==> config.mk <==
export PLATFORM = sky130hd
export DESIGN_NAME = tvp_div
export DESIGN_NICKNAME = d
export VERILOG_FILES = /design/src/rtl/tvp_pkg.sv /design/src/rtl/tvp_div.sv
export SDC_FILE = /design/constraint.sdc
export NUM_CORES = 1
export LEC_CHECK = 0
export ABC_AREA = 1
export BUFFER_PORTS_ARGS = -buffer_cell sky130_fd_sc_hd__buf_2
export CAP_MARGIN = 40
export CORE_MARGIN = 5
export CORE_UTILIZATION = 60
export CTS_CLUSTER_SIZE = 8
export DETAILED_ROUTE_END_ITERATION = 10
export PLACE_DENSITY = 0.89
export SYNTH_ARGS = -nofsm -noshare
export SYNTH_HDL_FRONTEND = slang
export SYNTH_SLANG_ARGS = --single-unit
==> constraint.sdc <==
create_clock -name clk -period 10.7 [get_ports clk]
set_clock_uncertainty 0.1 [all_clocks]
set_input_delay 2.14 -clock clk [delete_from_list [all_inputs] [get_ports clk]]
set_output_delay 2.14 -clock clk [all_outputs]
set_load 0.05 [all_outputs]
==> src/rtl/tvp_pkg.sv <==
`default_nettype none

package tvp_pkg;

  // Fixed-point format of positions, velocities and times
  localparam int WORD_BITS = 32;
  localparam int FRAC_BITS = 16;
  localparam int STEP_BITS = 16;
  localparam int MAG_BITS  = 31;   // vmax and a magnitudes

  // Shared multiplier: wide operand times word, product kept modulo 2^64
  localparam int MUL_A_BITS = 48;
  localparam int MUL_B_BITS = 32;
  localparam int PROD_BITS  = 64;

  // Shared divider: 48-bit dividend over a 31-bit divisor
  localparam int DIV_NUM_BITS = 48;
  localparam int DIV_DEN_BITS = MAG_BITS;

  // Signed width that holds every position sum before saturation
  localparam int WIDE_BITS = 50;

  // Configuration register map
  localparam int CFG_IDX_BITS = 2;
  typedef enum logic [CFG_IDX_BITS-1:0] {
    REG_START = 2'd0,
    REG_END   = 2'd1,
    REG_VMAX  = 2'd2,
    REG_AMAX  = 2'd3
  } cfg_reg_t;

  // Clamp a wide signed value to the signed word range
  function automatic logic [WORD_BITS-1:0] sat_word(input logic [WIDE_BITS-1:0] x);
    logic [WIDE_BITS-WORD_BITS:0] top;
    top = x[WIDE_BITS-1:WORD_BITS-1];
    if (&top || ~|top) begin
      sat_word = x[WORD_BITS-1:0];
    end else if (x[WIDE_BITS-1]) begin
      sat_word = {1'b1, {(WORD_BITS-1){1'b0}}};
    end else begin
      sat_word = {1'b0, {(WORD_BITS-1){1'b1}}};
    end
  endfunction

endpackage

`default_nettype wire

==> src/rtl/tvp_div.sv <==
`default_nettype none

// Restoring divider, one quotient bit per cycle; quotient valid while done is high.
module tvp_div
  import tvp_pkg::*;
(
  input  wire logic                    clk,
  input  wire logic                    rst_n,
  input  wire logic                    start,
  input  wire logic [DIV_NUM_BITS-1:0] num,
  input  wire logic [DIV_DEN_BITS-1:0] den,
  output logic                         busy,
  output logic                         done,
  output logic [DIV_NUM_BITS-1:0]      quo
);

  localparam int CNT_BITS = $clog2(DIV_NUM_BITS);

  logic                    run_r, run_nxt;
  logic                    done_r, done_nxt;
  logic [CNT_BITS-1:0]     cnt_r, cnt_nxt;
  logic [DIV_NUM_BITS-1:0] q_r;
  logic [DIV_DEN_BITS-1:0] rem_r, den_r;
  logic [DIV_DEN_BITS:0]   rem_sh;
  logic [DIV_DEN_BITS+1:0] diff;
  logic                    ge;

  // One trial subtraction
  always_comb begin
    rem_sh = {rem_r, q_r[DIV_NUM_BITS-1]};
    diff   = {1'b0, rem_sh} - {2'b00, den_r};
    ge     = !diff[DIV_DEN_BITS+1];
  end

  // Bit counter
  always_comb begin
    run_nxt  = run_r;
    done_nxt = 1'b0;
    cnt_nxt  = cnt_r;
    if (run_r) begin
      if (cnt_r == '0) begin
        run_nxt  = 1'b0;
        done_nxt = 1'b1;
      end else begin
        cnt_nxt = cnt_r - 1'b1;
      end
    end else if (start) begin
      run_nxt = 1'b1;
      cnt_nxt = CNT_BITS'(DIV_NUM_BITS - 1);
    end
  end

  always_ff @(posedge clk) begin
    if (!rst_n) begin
      run_r  <= 1'b0;
      done_r <= 1'b0;
      cnt_r  <= '0;
    end else begin
      run_r  <= run_nxt;
      done_r <= done_nxt;
      cnt_r  <= cnt_nxt;
    end
  end

  // Remainder and quotient share the shift path
  always_ff @(posedge clk) begin
    if (run_r) begin
      rem_r <= ge ? diff[DIV_DEN_BITS-1:0] : rem_sh[DIV_DEN_BITS-1:0];
      q_r   <= {q_r[DIV_NUM_BITS-2:0], ge};
    end else if (start) begin
      rem_r <= '0;
      q_r   <= num;
      den_r <= den;
    end
  end

  assign busy = run_r || done_r;
  assign done = done_r;
  assign quo  = q_r;

endmodule

`default_nettype wire

; ---- Word-level counts from Yosys, hierarchy flattened
; Cells that the tools add are included.
[totals]
regBits = 118
mem_bits_ro = 0
elab_cells = 29
latch_bits = 0
n_memories = 0
ramBits = 0
out_inout_bits = 50
in_bits = 82
[op_classes]
addsub = 2
n_lt_le_gt_ge = 0
bitwise = 1
n_mux = 12
shift = 0
div = 0
reduce_logical = 7
n_eq_ne = 1
n_mul = 0
[op_table]
columns = op, n
row1 = $mux 48, 2
row2 = $mux 31, 3
row3 = $sub 32x31->33, 1
row4 = $mux 6, 3
row5 = $logic_not 6->1, 1
row6 = $reduce_and 2->1, 3
row7 = $sub 6x1->6 const B, 1
row8 = $mux 1, 4
row9 = $ne 2x2->1 const B, 1
row10 = $reduce_bool 2->1, 1
row11 = $logic_not 1->1, 1
row12 = $logic_or 1x1->1, 1
row13 = $not 1->1, 1

; ---- Longest topological paths before layout
[logic_depth]
word_depth = 3
mapped_depth = 17
depth_no_buf = 16

; ---- Worst setup path before layout
; OpenSTA, ideal clock, no wires.
[synth_path]
path_type = input to register
startpoint = input port start
endpoint = register cnt_r[4]
setup_ns = 0.115
n_path_buf = 0
t_arrival_ns = 4.819
path_slack_ns = 5.666
path_stages = 8
t_required_ns = 10.485
cell_sequence = inv_1 -> nand2_1 -> nand2_1 -> inv_1 -> nand3b_1 -> nor2_1 -> nand2_1 -> nor3b_1
[synth_via]
elab_chain_cells = 2
[synth_lines]
columns = element, line
row1 = from (decl), tvp_div.sv:9  ; input wire logic start,
row2 = $reduce_bool 2->1 (no line), -
row3 = $reduce_and 2->1 (no line), -
row4 = to (signal assigned), tvp_div.sv:61  ; cnt_r <= cnt_nxt;
row5 = to (decl), tvp_div.sv:21  ; logic [CNT_BITS-1:0] cnt_r, cnt_nxt;
; Every way passes these cells.
; A chain may end at the register's enable or synchronous reset.

; ---- Worst setup path in the final report
; Ends and elaborated chain as after synthesis.

==> run_results.csv <==
group,metric,value,unit
status,outcome,"completed",
power,vdd_drop_max,0.150,mV
floorplan,io_pins,132,
clock_network,cts_resized,0,
clock_network,cts_buffers,17,
layout,drive_above_1_share,16.4,%
global_routing,grt_pass1_vias,6727,
placement,dp_hpwl,13400,um
clock_network,cts_tree,"yes",
placement,io_buffers,131,
synthesis,yosys_warnings,0,
sta,hold_viol,0,
critical_path,worst-path-max-fanout,48,
route,wl_per_cell,15.1,um
layout,area_delta_synth_final,20.2,%
critical_path,critPathSlowestCell,"nand2_4",
floorplan,fp-row-count,40,
layout,layout_common_cells,"nand2_1, inv_1, buf_2, edfxtp_1, nor2_1",
synthesis,yosys.area.top_type,"edfxtp_1",
layout,fin_nets,1227,
power,p_sw,0.680,mW
power,seqPwrFrac,33.2,%
sta,final_max_slew_viol_count,0,
clock_network,root_buffer,"clkbuf_16",
critical_path,arrival,3850,ps
floorplan,fp.dieW,120,um
layout,multiInputGateArea,0.00310,mm^2
sta,finalCriticalPeriod,3610,ps
synthesis,synth_top_area_share,45.2,%
power,leakage,4.82,nW
min_path,hp-class,"reg2reg",
critical_path,slowest_delay,370,ps
clock_network,path_clk_slew,60,ps
layout,n_antenna_cell,0,
sta,rsz0062_at_grt,"false",
synthesis,synth_cell_types,32,
run,cap_violations,0,
critical_path,crit_required,10940,ps
clock_network,insertion_delay,420,ps
critical_path,path_class,"in2reg",
synthesis,avgSynthCellArea,7.49,um^2
synthesis,synth_area_leaders,"edfxtp_1, nand2_1, inv_1",
layout,final_common_cell,"nand2_1",
route,viasPerCell,5.28,
layout,regArea,0.00346,mm^2
synthesis,syn_inst,976,
sta,max_freq,277,MHz
global_routing,grt_start_max_net_pins,83,
critical_path,start_kind,"input pin",
sta,setup_violations,0,
critical_path,cp_cell_sequence,"buf_2 -> inv_1 -> nand2_4 -> buf_16 -> nand2_1 -> inv_1 -> nand3b_1 -> nor2_1 -> nor2_1 -> nor3b_1",
power,clkPwrFrac,33.6,%
power,sw_frac_of_total,36.3,%
synthesis,synth_seq_cells,118,
global_routing,grt_pass1_wl,31100,um
synthesis,synthesis.nets,1092,
placement,place.gp.congestion,0.956,
route,route.vias.total,6716,
global_routing,antenna_found_initial,0,
clock_network,cts-hold-fix-buffers,0,
synthesis,ys_seq_area_share,47.4,%
power,powerDensity,213,mW/mm^2
clock_network,post-cts-setup-buffers,0,
clock_network,cts_max_level,4,
synthesis,synth_area,0.00731,mm^2
synthesis,async_flop_share,0,%
synthesis,synth_edf_count,110,
synthesis,synthFlopType,"edfxtp_1",
floorplan,coreArea,0.0120,mm^2
route,wl,19200,um
global_routing,grt_usage,27.2,%
critical_path,cp-end-kind,"register",
route,antenna_left,0,
floorplan,die-area,0.0145,mm^2
sta,tightest_slew,847,ps
sta,tns,0,ps
power,p_int,1.19,mW
power,pwr-share-comb,33.1,%
route,drt_iter0_drc,521,
floorplan,start_util,61.1,%
layout,fillers,859,
sta,relSlewSlack,43.5,%
route,first_pass_iters,5,
clock_network,clock_sinks,118,
clock_network,max-clock-path-buffers,2,
route,route.detailed.drc,0,
sta,finalCritPeriodShare,33.7,%
layout,fin_util,73.5,%
global_routing,grt-ovfl-total,0,
floorplan,die_y,120,um
final cells by class:
class	count	share of cell area, %
clock buffer	21	5.13
clock inverter	11	2.25
inverter	177	7.56
multi-input combinational	662	35.3
sequential	118	39.4
tap	147	2.09
timing repair buffer	135	8.26
sequential cells by signal, indices dropped and copies added (netlist names):
register / flops
quo: 48
run_r: 1
den_r: 31
done: 1
cnt_r: 6
rem_r: 31
per-layer routing:
metal	global-route usage [%]	vias up	wire length, um
met3	7.44	46	1760
met5	0	-	0
li1	-	3310	-
met1	31.3	3039	7400
met2	47.1	321	9480
met4	12.5	0	574
final timing paths:
kind	startpoint	to	slack, ps	depth (start not counted)
worst max-delay path	start	cnt_r[4]	7090	10
worst min-delay path	cnt_r[5]	cnt_r[5]	420	2
worst max register to register	quo[47]	rem_r[0]	7780	15
worst min register to register	cnt_r[5]	cnt_r[5]	420	2
critical path, delay by kind of cell:
family | cells | cell delay, ps
buffers and inverters | 4 | 610
AND/OR/NAND/NOR | 6 | 1070
power groups by stage:
stage | combinational (mW) | sequential [mW] | clock [mW]
floorplan | 0.385 | 0.704 | 0
global placement | 0.583 | 0.628 | 0
detailed placement | 0.603 | 0.629 | 0
CTS | 0.616 | 0.623 | 0.632
global route | 0.691 | 0.630 | 0.654
finish | 0.621 | 0.623 | 0.630
logic make-up (layout without fill, tap and decap cells):
family                     count (synthesis)  count (layout)  synth area share (%)
AOI/OAI and AO/OA                         47              47                  3.47
xor gates and xnor gates                  13              13                  1.56
adders and majority gates                 34              34                  5.92
buffers and inverters                    196             344                  10.4
DFF                                      118             118                  47.4
and+or+nand+nor                          568             568                  31.3
cells in the mapped netlist (4+ instances only):
library cell	count
nor2_1	78
dfxtp_1	8
edfxtp_1	110
inv_1	175
a21oi_1	21
o21ai_0	18
ha_1	33
xor2_1	10
nand2_1	410
nand3_1	51
nand4_1	8
clkbuf_1	13
buf_4	4
nand2_2	5
stage by stage:
step / hold WS, ps / instance area [um^2] / instances / power (mW) / worst slack (ps)
floorplan: 355 / 7310 / 976 / 1.09 / 5670
detailed placement: 397 / 8140 / 1239 / 1.23 / 6720
finish: 415 / 8790 / 1271 / 1.87 / 7090
global placement: 365 / 8090 / 1237 / 1.21 / 6530
global route: 459 / 8790 / 1271 / 1.97 / 6990
CTS: 410 / 8790 / 1271 / 1.87 / 7130
Power figures use the tool's default switching activity.
