===== src/rtl/tvp_pkg.sv =====
`default_nettype none

package tvp_pkg;

  // Fixed-point format of positions, velocities and times
  localparam int WORD_BITS = 32;
  localparam int FRAC_BITS = 16;
  localparam int STEP_BITS = 16;
  localparam int MAG_BITS  = 31;   // vmax and a magnitudes

  // Shared multiplier: wide operand times word, product kept modulo 2^64
  localparam int MUL_A_BITS = 48;
  localparam int MUL_B_BITS = 32;
  localparam int PROD_BITS  = 64;

  // Shared divider: 48-bit dividend over a 31-bit divisor
  localparam int DIV_NUM_BITS = 48;
  localparam int DIV_DEN_BITS = MAG_BITS;

  // Signed width that holds every position sum before saturation
  localparam int WIDE_BITS = 50;

  // Configuration register map
  localparam int CFG_IDX_BITS = 2;
  typedef enum logic [CFG_IDX_BITS-1:0] {
    REG_START = 2'd0,
    REG_END   = 2'd1,
    REG_VMAX  = 2'd2,
    REG_AMAX  = 2'd3
  } cfg_reg_t;

  // Clamp a wide signed value to the signed word range
  function automatic logic [WORD_BITS-1:0] sat_word(input logic [WIDE_BITS-1:0] x);
    logic [WIDE_BITS-WORD_BITS:0] top;
    top = x[WIDE_BITS-1:WORD_BITS-1];
    if (&top || ~|top) begin
      sat_word = x[WORD_BITS-1:0];
    end else if (x[WIDE_BITS-1]) begin
      sat_word = {1'b1, {(WORD_BITS-1){1'b0}}};
    end else begin
      sat_word = {1'b0, {(WORD_BITS-1){1'b1}}};
    end
  endfunction

endpackage

`default_nettype wire


===== src/rtl/tvp_mul.sv =====
`default_nettype none

// Two-pass multiplier: one 32x32 array, low half then high half of operand a.
// Product is a*b modulo 2^64, valid in the cycle done is high.
module tvp_mul
  import tvp_pkg::*;
(
  input  wire logic                  clk,
  input  wire logic                  rst_n,
  input  wire logic                  start,
  input  wire logic [MUL_A_BITS-1:0] op_a,
  input  wire logic [MUL_B_BITS-1:0] op_b,
  output logic                       busy,
  output logic                       done,
  output logic [PROD_BITS-1:0]       prod
);

  localparam int HALF_BITS = MUL_B_BITS;
  localparam int AHI_BITS  = MUL_A_BITS - HALF_BITS;

  typedef enum logic [2:0] {
    MP_IDLE = 3'b001,
    MP_LO   = 3'b010,
    MP_HI   = 3'b100
  } mul_ph_t;

  mul_ph_t                ph_r, ph_nxt;
  logic                   done_r, done_nxt;
  logic [AHI_BITS-1:0]    ahi_r;
  logic [MUL_B_BITS-1:0]  b_r;
  logic [PROD_BITS-1:0]   p_r, lo_r, prod_r;
  logic [HALF_BITS-1:0]   m_a;
  logic [MUL_B_BITS-1:0]  m_b;
  logic [PROD_BITS-1:0]   m_p;

  // Operand select for the shared array
  always_comb begin
    if (ph_r == MP_LO) begin
      m_a = HALF_BITS'(ahi_r);
      m_b = b_r;
    end else begin
      m_a = op_a[HALF_BITS-1:0];
      m_b = op_b;
    end
    m_p = PROD_BITS'(m_a) * PROD_BITS'(m_b);
  end

  // Phase sequencing
  always_comb begin
    ph_nxt   = ph_r;
    done_nxt = 1'b0;
    case (ph_r)
      MP_IDLE: begin
        if (start) begin
          ph_nxt = MP_LO;
        end
      end
      MP_LO: begin
        ph_nxt = MP_HI;
      end
      MP_HI: begin
        ph_nxt   = MP_IDLE;
        done_nxt = 1'b1;
      end
      default: begin
        ph_nxt = MP_IDLE;
      end
    endcase
  end

  always_ff @(posedge clk) begin
    if (!rst_n) begin
      ph_r   <= MP_IDLE;
      done_r <= 1'b0;
    end else begin
      ph_r   <= ph_nxt;
      done_r <= done_nxt;
    end
  end

  // Datapath
  always_ff @(posedge clk) begin
    p_r <= m_p;
    if (ph_r == MP_IDLE) begin
      ahi_r <= op_a[MUL_A_BITS-1:HALF_BITS];
      b_r   <= op_b;
    end
    if (ph_r == MP_LO) begin
      lo_r <= p_r;
    end
    if (ph_r == MP_HI) begin
      prod_r <= lo_r + {p_r[PROD_BITS-HALF_BITS-1:0], {HALF_BITS{1'b0}}};
    end
  end

  assign busy = (ph_r != MP_IDLE) || done_r;
  assign done = done_r;
  assign prod = prod_r;

endmodule

`default_nettype wire


===== config.mk =====
export PLATFORM = sky130hd
export DESIGN_NAME = tvp_mul
export DESIGN_NICKNAME = d
export VERILOG_FILES = /design/src/rtl/tvp_pkg.sv /design/src/rtl/tvp_mul.sv
export SDC_FILE = /design/constraint.sdc
export NUM_CORES = 2
export LEC_CHECK = 0
export ABC_AREA = 1
export BUFFER_PORTS_ARGS = -buffer_cell sky130_fd_sc_hd__buf_2
export CORE_ASPECT_RATIO = 1.5
export CORE_MARGIN = 3
export CORE_UTILIZATION = 45
export CTS_CLUSTER_SIZE = 25
export DETAILED_ROUTE_END_ITERATION = 10
export SETUP_SLACK_MARGIN = 0.4
export SYNTH_ARGS = -nofsm -noshare
export SYNTH_HDL_FRONTEND = slang
export SYNTH_SLANG_ARGS = --single-unit

===== constraint.sdc =====
create_clock -name clk -period 11.85 [get_ports clk]
set_input_delay 2.37 -clock clk [delete_from_list [all_inputs] [get_ports clk]]
set_output_delay 2.37 -clock clk [all_outputs]
set_load 0.005 [all_outputs]

======== Yosys cells after proc, flatten, opt, wreduce, memory -nomap -nowiden ========
Cells that the tools add are included.
word-level totals
  register bits ........................... 244
  input bits .............................. 83
  output and inout port bits .............. 66
  word-level logic and storage cells ...... 20
cells by class
  $add $sub $neg .......................... 1
  $mul .................................... 1
  equal/unequal tests ..................... 5
  muxes and demuxes ....................... 5
  reduce and logical (&&, ||, !) cells .... 1
operators by type and width
  cell                                                                      number
  64-bit adder                                                              1
  32-bit by 32-bit multiplier with 64-bit output                            1
  32-bit two-way mux                                                        2
  3-bit one-hot mux with 2 select lines                                     1
  3-bit by 1-bit == test with 1-bit output (second input constant)          1
  3-bit by 2-bit == test with 1-bit output (second input constant)          1
  3-bit == test (second input constant)                                     1
  3-bit two-way mux                                                         1
  3-bit by 1-bit inequality test with 1-bit output (second input constant)  1
  2-bit inequality test (second input constant)                             1
  1-bit logical OR                                                          1
  1-bit two-way mux                                                         1

======== Logic depth before layout (Yosys ltp) ========
  depth in word-level cells ............... 3
  gate-level depth with buffers ........... 37
  gate-level depth less buffers ........... 34

======== Least setup slack after synthesis ========
OpenSTA, ideal clock, no wires.
  kind .................................... in2reg
  start point ............................. input op_b[12]
  end point ............................... register p_r[50]
  library setup time ...................... 0.113 ns
  data arrival time ....................... 8.582 ns
  data required time ...................... 11.737 ns
  slack ................................... 3.155 ns
  stages .................................. 28
  path buffers ............................ 2
  cells stage by stage .................... clkbuf_1 > clkinv_1 > nor2_1 > a21oi_1 > buf_2 > nor2_1 > fa_1 > fa_1 > inv_1 > fa_1 > fa_1 > inv_1 > fa_1 > fa_1 > fa_1 > inv_1 > fa_1 > inv_1 > ha_1 > nand2_1 > nor2_1 > inv_1 > nor2_1 > nand2_1 > nor2_1 > nand2_1 > nand4_1 > nand2_1
on the way
  cells in the longest elaborated chain, start to end .. 2
ends and longest elaborated chain
  item                                            line           source
  start, declared                                 tvp_mul.sv:12  input wire logic [MUL_B_BITS-1:0] op_b,
  32-bit two-way mux                              tvp_mul.sv:38  if (ph_r == MP_LO) begin
  32-bit by 32-bit multiplier with 64-bit output  tvp_mul.sv:45  m_p = PROD_BITS'(m_a) * PROD_BITS'(m_b);
  via m_p[50]                                     tvp_mul.sv:34  logic [PROD_BITS-1:0] m_p;
  end signal, assigned                            tvp_mul.sv:83  p_r <= m_p;
  end, declared                                   tvp_mul.sv:31  logic [PROD_BITS-1:0] p_r, lo_r, prod_r;
The timed path passes the listed nets, and every way through them passes these cells.
A chain may end at the register's enable or synchronous reset.

======== Final worst setup path ========
  start point ............................. input op_a[17]
  end point ............................... register p_r[30]
on the way
  cells in the longest elaborated chain, start to end .. 2
ends and longest elaborated chain
  item                                            line           source
  start, declared                                 tvp_mul.sv:11  input wire logic [MUL_A_BITS-1:0] op_a,
  32-bit two-way mux                              tvp_mul.sv:38
  32-bit by 32-bit multiplier with 64-bit output  tvp_mul.sv:45
  via m_p[30]                                     tvp_mul.sv:34
The timed path passes the listed nets, and every way through them passes these cells.

==> impl_metrics.env <==
export IMPL_finalHoldViolCount=0
export IMPL_ys_ff_latch=244
export IMPL_rows=138
export IMPL_antenna_cells=0
export IMPL_fp_dieArea_sq_mm=0.0999
export IMPL_run_status="finished clean"
export IMPL_cap_violations=0
export IMPL_tritoncts="yes"
export IMPL_ys_warn_count=0
export IMPL_route_vias_total=34400
export IMPL_clock_tree_buffer_depth=3
export IMPL_final_layout_size_suffix_gt1_frac=0.0635
export IMPL_initial_core_utilization=0.456
export IMPL_syn_area_per_cell_sq_um=8.41
export IMPL_synthesis_instances=5143
export IMPL_netlist_cell_type_count=36
export IMPL_syn2layout_area_growth_pct=7.73
export IMPL_post_dp_hpwl_mm=128
export IMPL_clkSlewWorstSetupHoldPaths_ps=60
export IMPL_placement_setup_worst_slack_ps=1080
export IMPL_finalHoldWorstSlack_ps=402
export IMPL_dpl_instance_area_sq_mm=0.0456
export IMPL_tightestPinTransition_ps=1260
export IMPL_mappedNetlistNets=6417
export IMPL_num_nets_final=6542
export IMPL_die_w_um=259
export IMPL_worst_setup_path_type="in2reg"
export IMPL_route_final_wire_length_mm=151
export IMPL_fp_coreArea_sq_mm=0.0948
export IMPL_largest_net_degree_at_the_start_of_global_routing=65
export IMPL_timing_max_transition_violations_final=0
export IMPL_synthesis_area_sq_mm=0.0432
export IMPL_first_global_vias=37100
export IMPL_clk_latency_ps=640
export IMPL_cp_data_required_time_ps=12290
export IMPL_cts_htree_levels=1
export IMPL_cts_post_setup_buffers_inserted=0
export IMPL_layout_setup_ws_ps=1670
export IMPL_layout_worst_path_cycle_share=0.859
export IMPL_hold_class="reg2reg"
export IMPL_number_of_antenna_violations_at_the_first_check_in_global_routing=1
export IMPL_fin_area_sq_mm=0.0466
export IMPL_ant_nets=0
export IMPL_grt_total_usage=0.308
export IMPL_async_reset_ff_frac=0
export IMPL_port_buffers=148
export IMPL_reg2reg_depth=25
export IMPL_postCtsHoldBufs=0
export IMPL_synth_seq_area_share=0.154
export IMPL_drtIter0Drc=2426
export IMPL_grt_pass1_wl_mm=225
export IMPL_clock_sink_count=244
export IMPL_critPathCaptureType="flop"
export IMPL_overflow=0
export IMPL_die_y_um=386
export IMPL_leading_cell_type_in_the_layout_fill_and_taps_excluded="inv_1"
export IMPL_instance_count_along_the_most_critical_hold_path=0
export IMPL_first_pass_detailed_route_iteration_total=8
export IMPL_final_cell_mix="1282 x inv_1, 1110 x nand2_1, 897 x fa_1"
export IMPL_viasPerCell=5.25
export IMPL_timing_critical_path_arrival_ps=10630
export IMPL_finalClockSkew_ps=40.8
export IMPL_layout_min_cycle_time_ps=10180
export IMPL_setup_tns_ps=0
export IMPL_ys_flop_type="edfxtp_1"
export IMPL_synth_edff_count=176
export IMPL_wl_per_instance_um=23.0
export IMPL_max_freq_mhz=98.2
export IMPL_setup_violations=0
export IMPL_gp_congestion=1.02
export IMPL_start_kind="primary input"
export IMPL_cts_root_buffer="clkbuf_16"
export IMPL_drcViolationCount=0
export IMPL_cts_buffers=29
export IMPL_worst_slew_margin_rel=0.159
export IMPL_timing_critical_path_fanout_max=17
export IMPL_io_pins=149
export IMPL_setup_repair_after_global_routing_missed_its_margin="false"
export IMPL_ctsResizeCount=0
[synth_stat cells, types with 26 or more instances]
master / count / area [sq um]
clkbuf_1: 42 / 158
xor2_1: 52 / 455
nand3_1: 83 / 415
dfxtp_1: 68 / 1360
fa_1: 897 / 18000
inv_1: 1283 / 4820
buf_2: 87 / 435
nor2_1: 774 / 2910
o21ai_0: 26 / 130
edfxtp_1: 176 / 5290
a21oi_1: 96 / 480
nand2_1: 1110 / 4170
ha_1: 294 / 3680
[routing by layer]
layer	share of wire	GRT usage	wire, um
met1	0.35	0.338	52300
met2	0.51	0.547	76400
met3	0.061	0.0422	9170
met4	0.087	0.216	13100
met5	0.000086	0	13
[per-stage QoR]
step / util / cells
after floorplan: - / 5143
after global placement: 0.481 / 6497
after detailed placement: 0.481 / 6497
after CTS: 0.491 / 6551
after global routing: 0.491 / 6551
final: 0.491 / 6551
[worst max-delay path: stages]
cell and delay, ps:
buf_2 160, inv_1 150, nor2_2 660, clkinv_1 370
buf_4 330, nor2_1 210, fa_1 490, fa_1 560
inv_1 90, fa_1 450, fa_1 570, inv_1 70
fa_1 440, fa_1 540, fa_1 440, fa_1 540
ha_1 550, nand2_1 210, nor2_1 180, inv_1 100
nor2_1 250, a21oi_1 110, nand2_1 270, xor2_1 480
[worst paths after layout]
check / end / slack, ps / start
worst min register to register: lo_r[38] / 400 / p_r[38]
worst min-delay path: lo_r[38] / 400 / p_r[38]
worst max-delay path: p_r[30] / 1670 / op_a[17]
worst max register to register: p_r[30] / 2240 / ph_r[1]
[state kept, by name, summed over array words and instances (netlist names)]
signal / count
ahi_r: 16
b_r: 32
done: 1
lo_r: 64
p_r: 64
ph_r: 3
prod: 64
[kinds of logic after synthesis]
group | count (synthesis) | share of synthesized area
AOI/OAI and AO/OA | 175 | 0.0236
DFF | 244 | 0.154
xor gates and xnor gates | 58 | 0.0117
buffers and inverters | 1439 | 0.128
and+or+nand+nor | 2036 | 0.183
adders and majority gates | 1191 | 0.500
[cell type report]
| type | count | area (sq um) |
|---|---|---|
| Clock inverter | 15 | 151 |
| Clock buffer | 39 | 837 |
| Sequential cell | 244 | 6650 |
| Tap cell | 1260 | 1580 |
| Inverter | 1301 | 4880 |
| Multi-Input combinational cell | 3460 | 31100 |
| Fill cell | 9312 | 48200 |
| Timing Repair Buffer | 232 | 1380 |
Power is not shown: default switching activity piles up to over one toggle a cycle in this logic, so the estimate is an artifact.
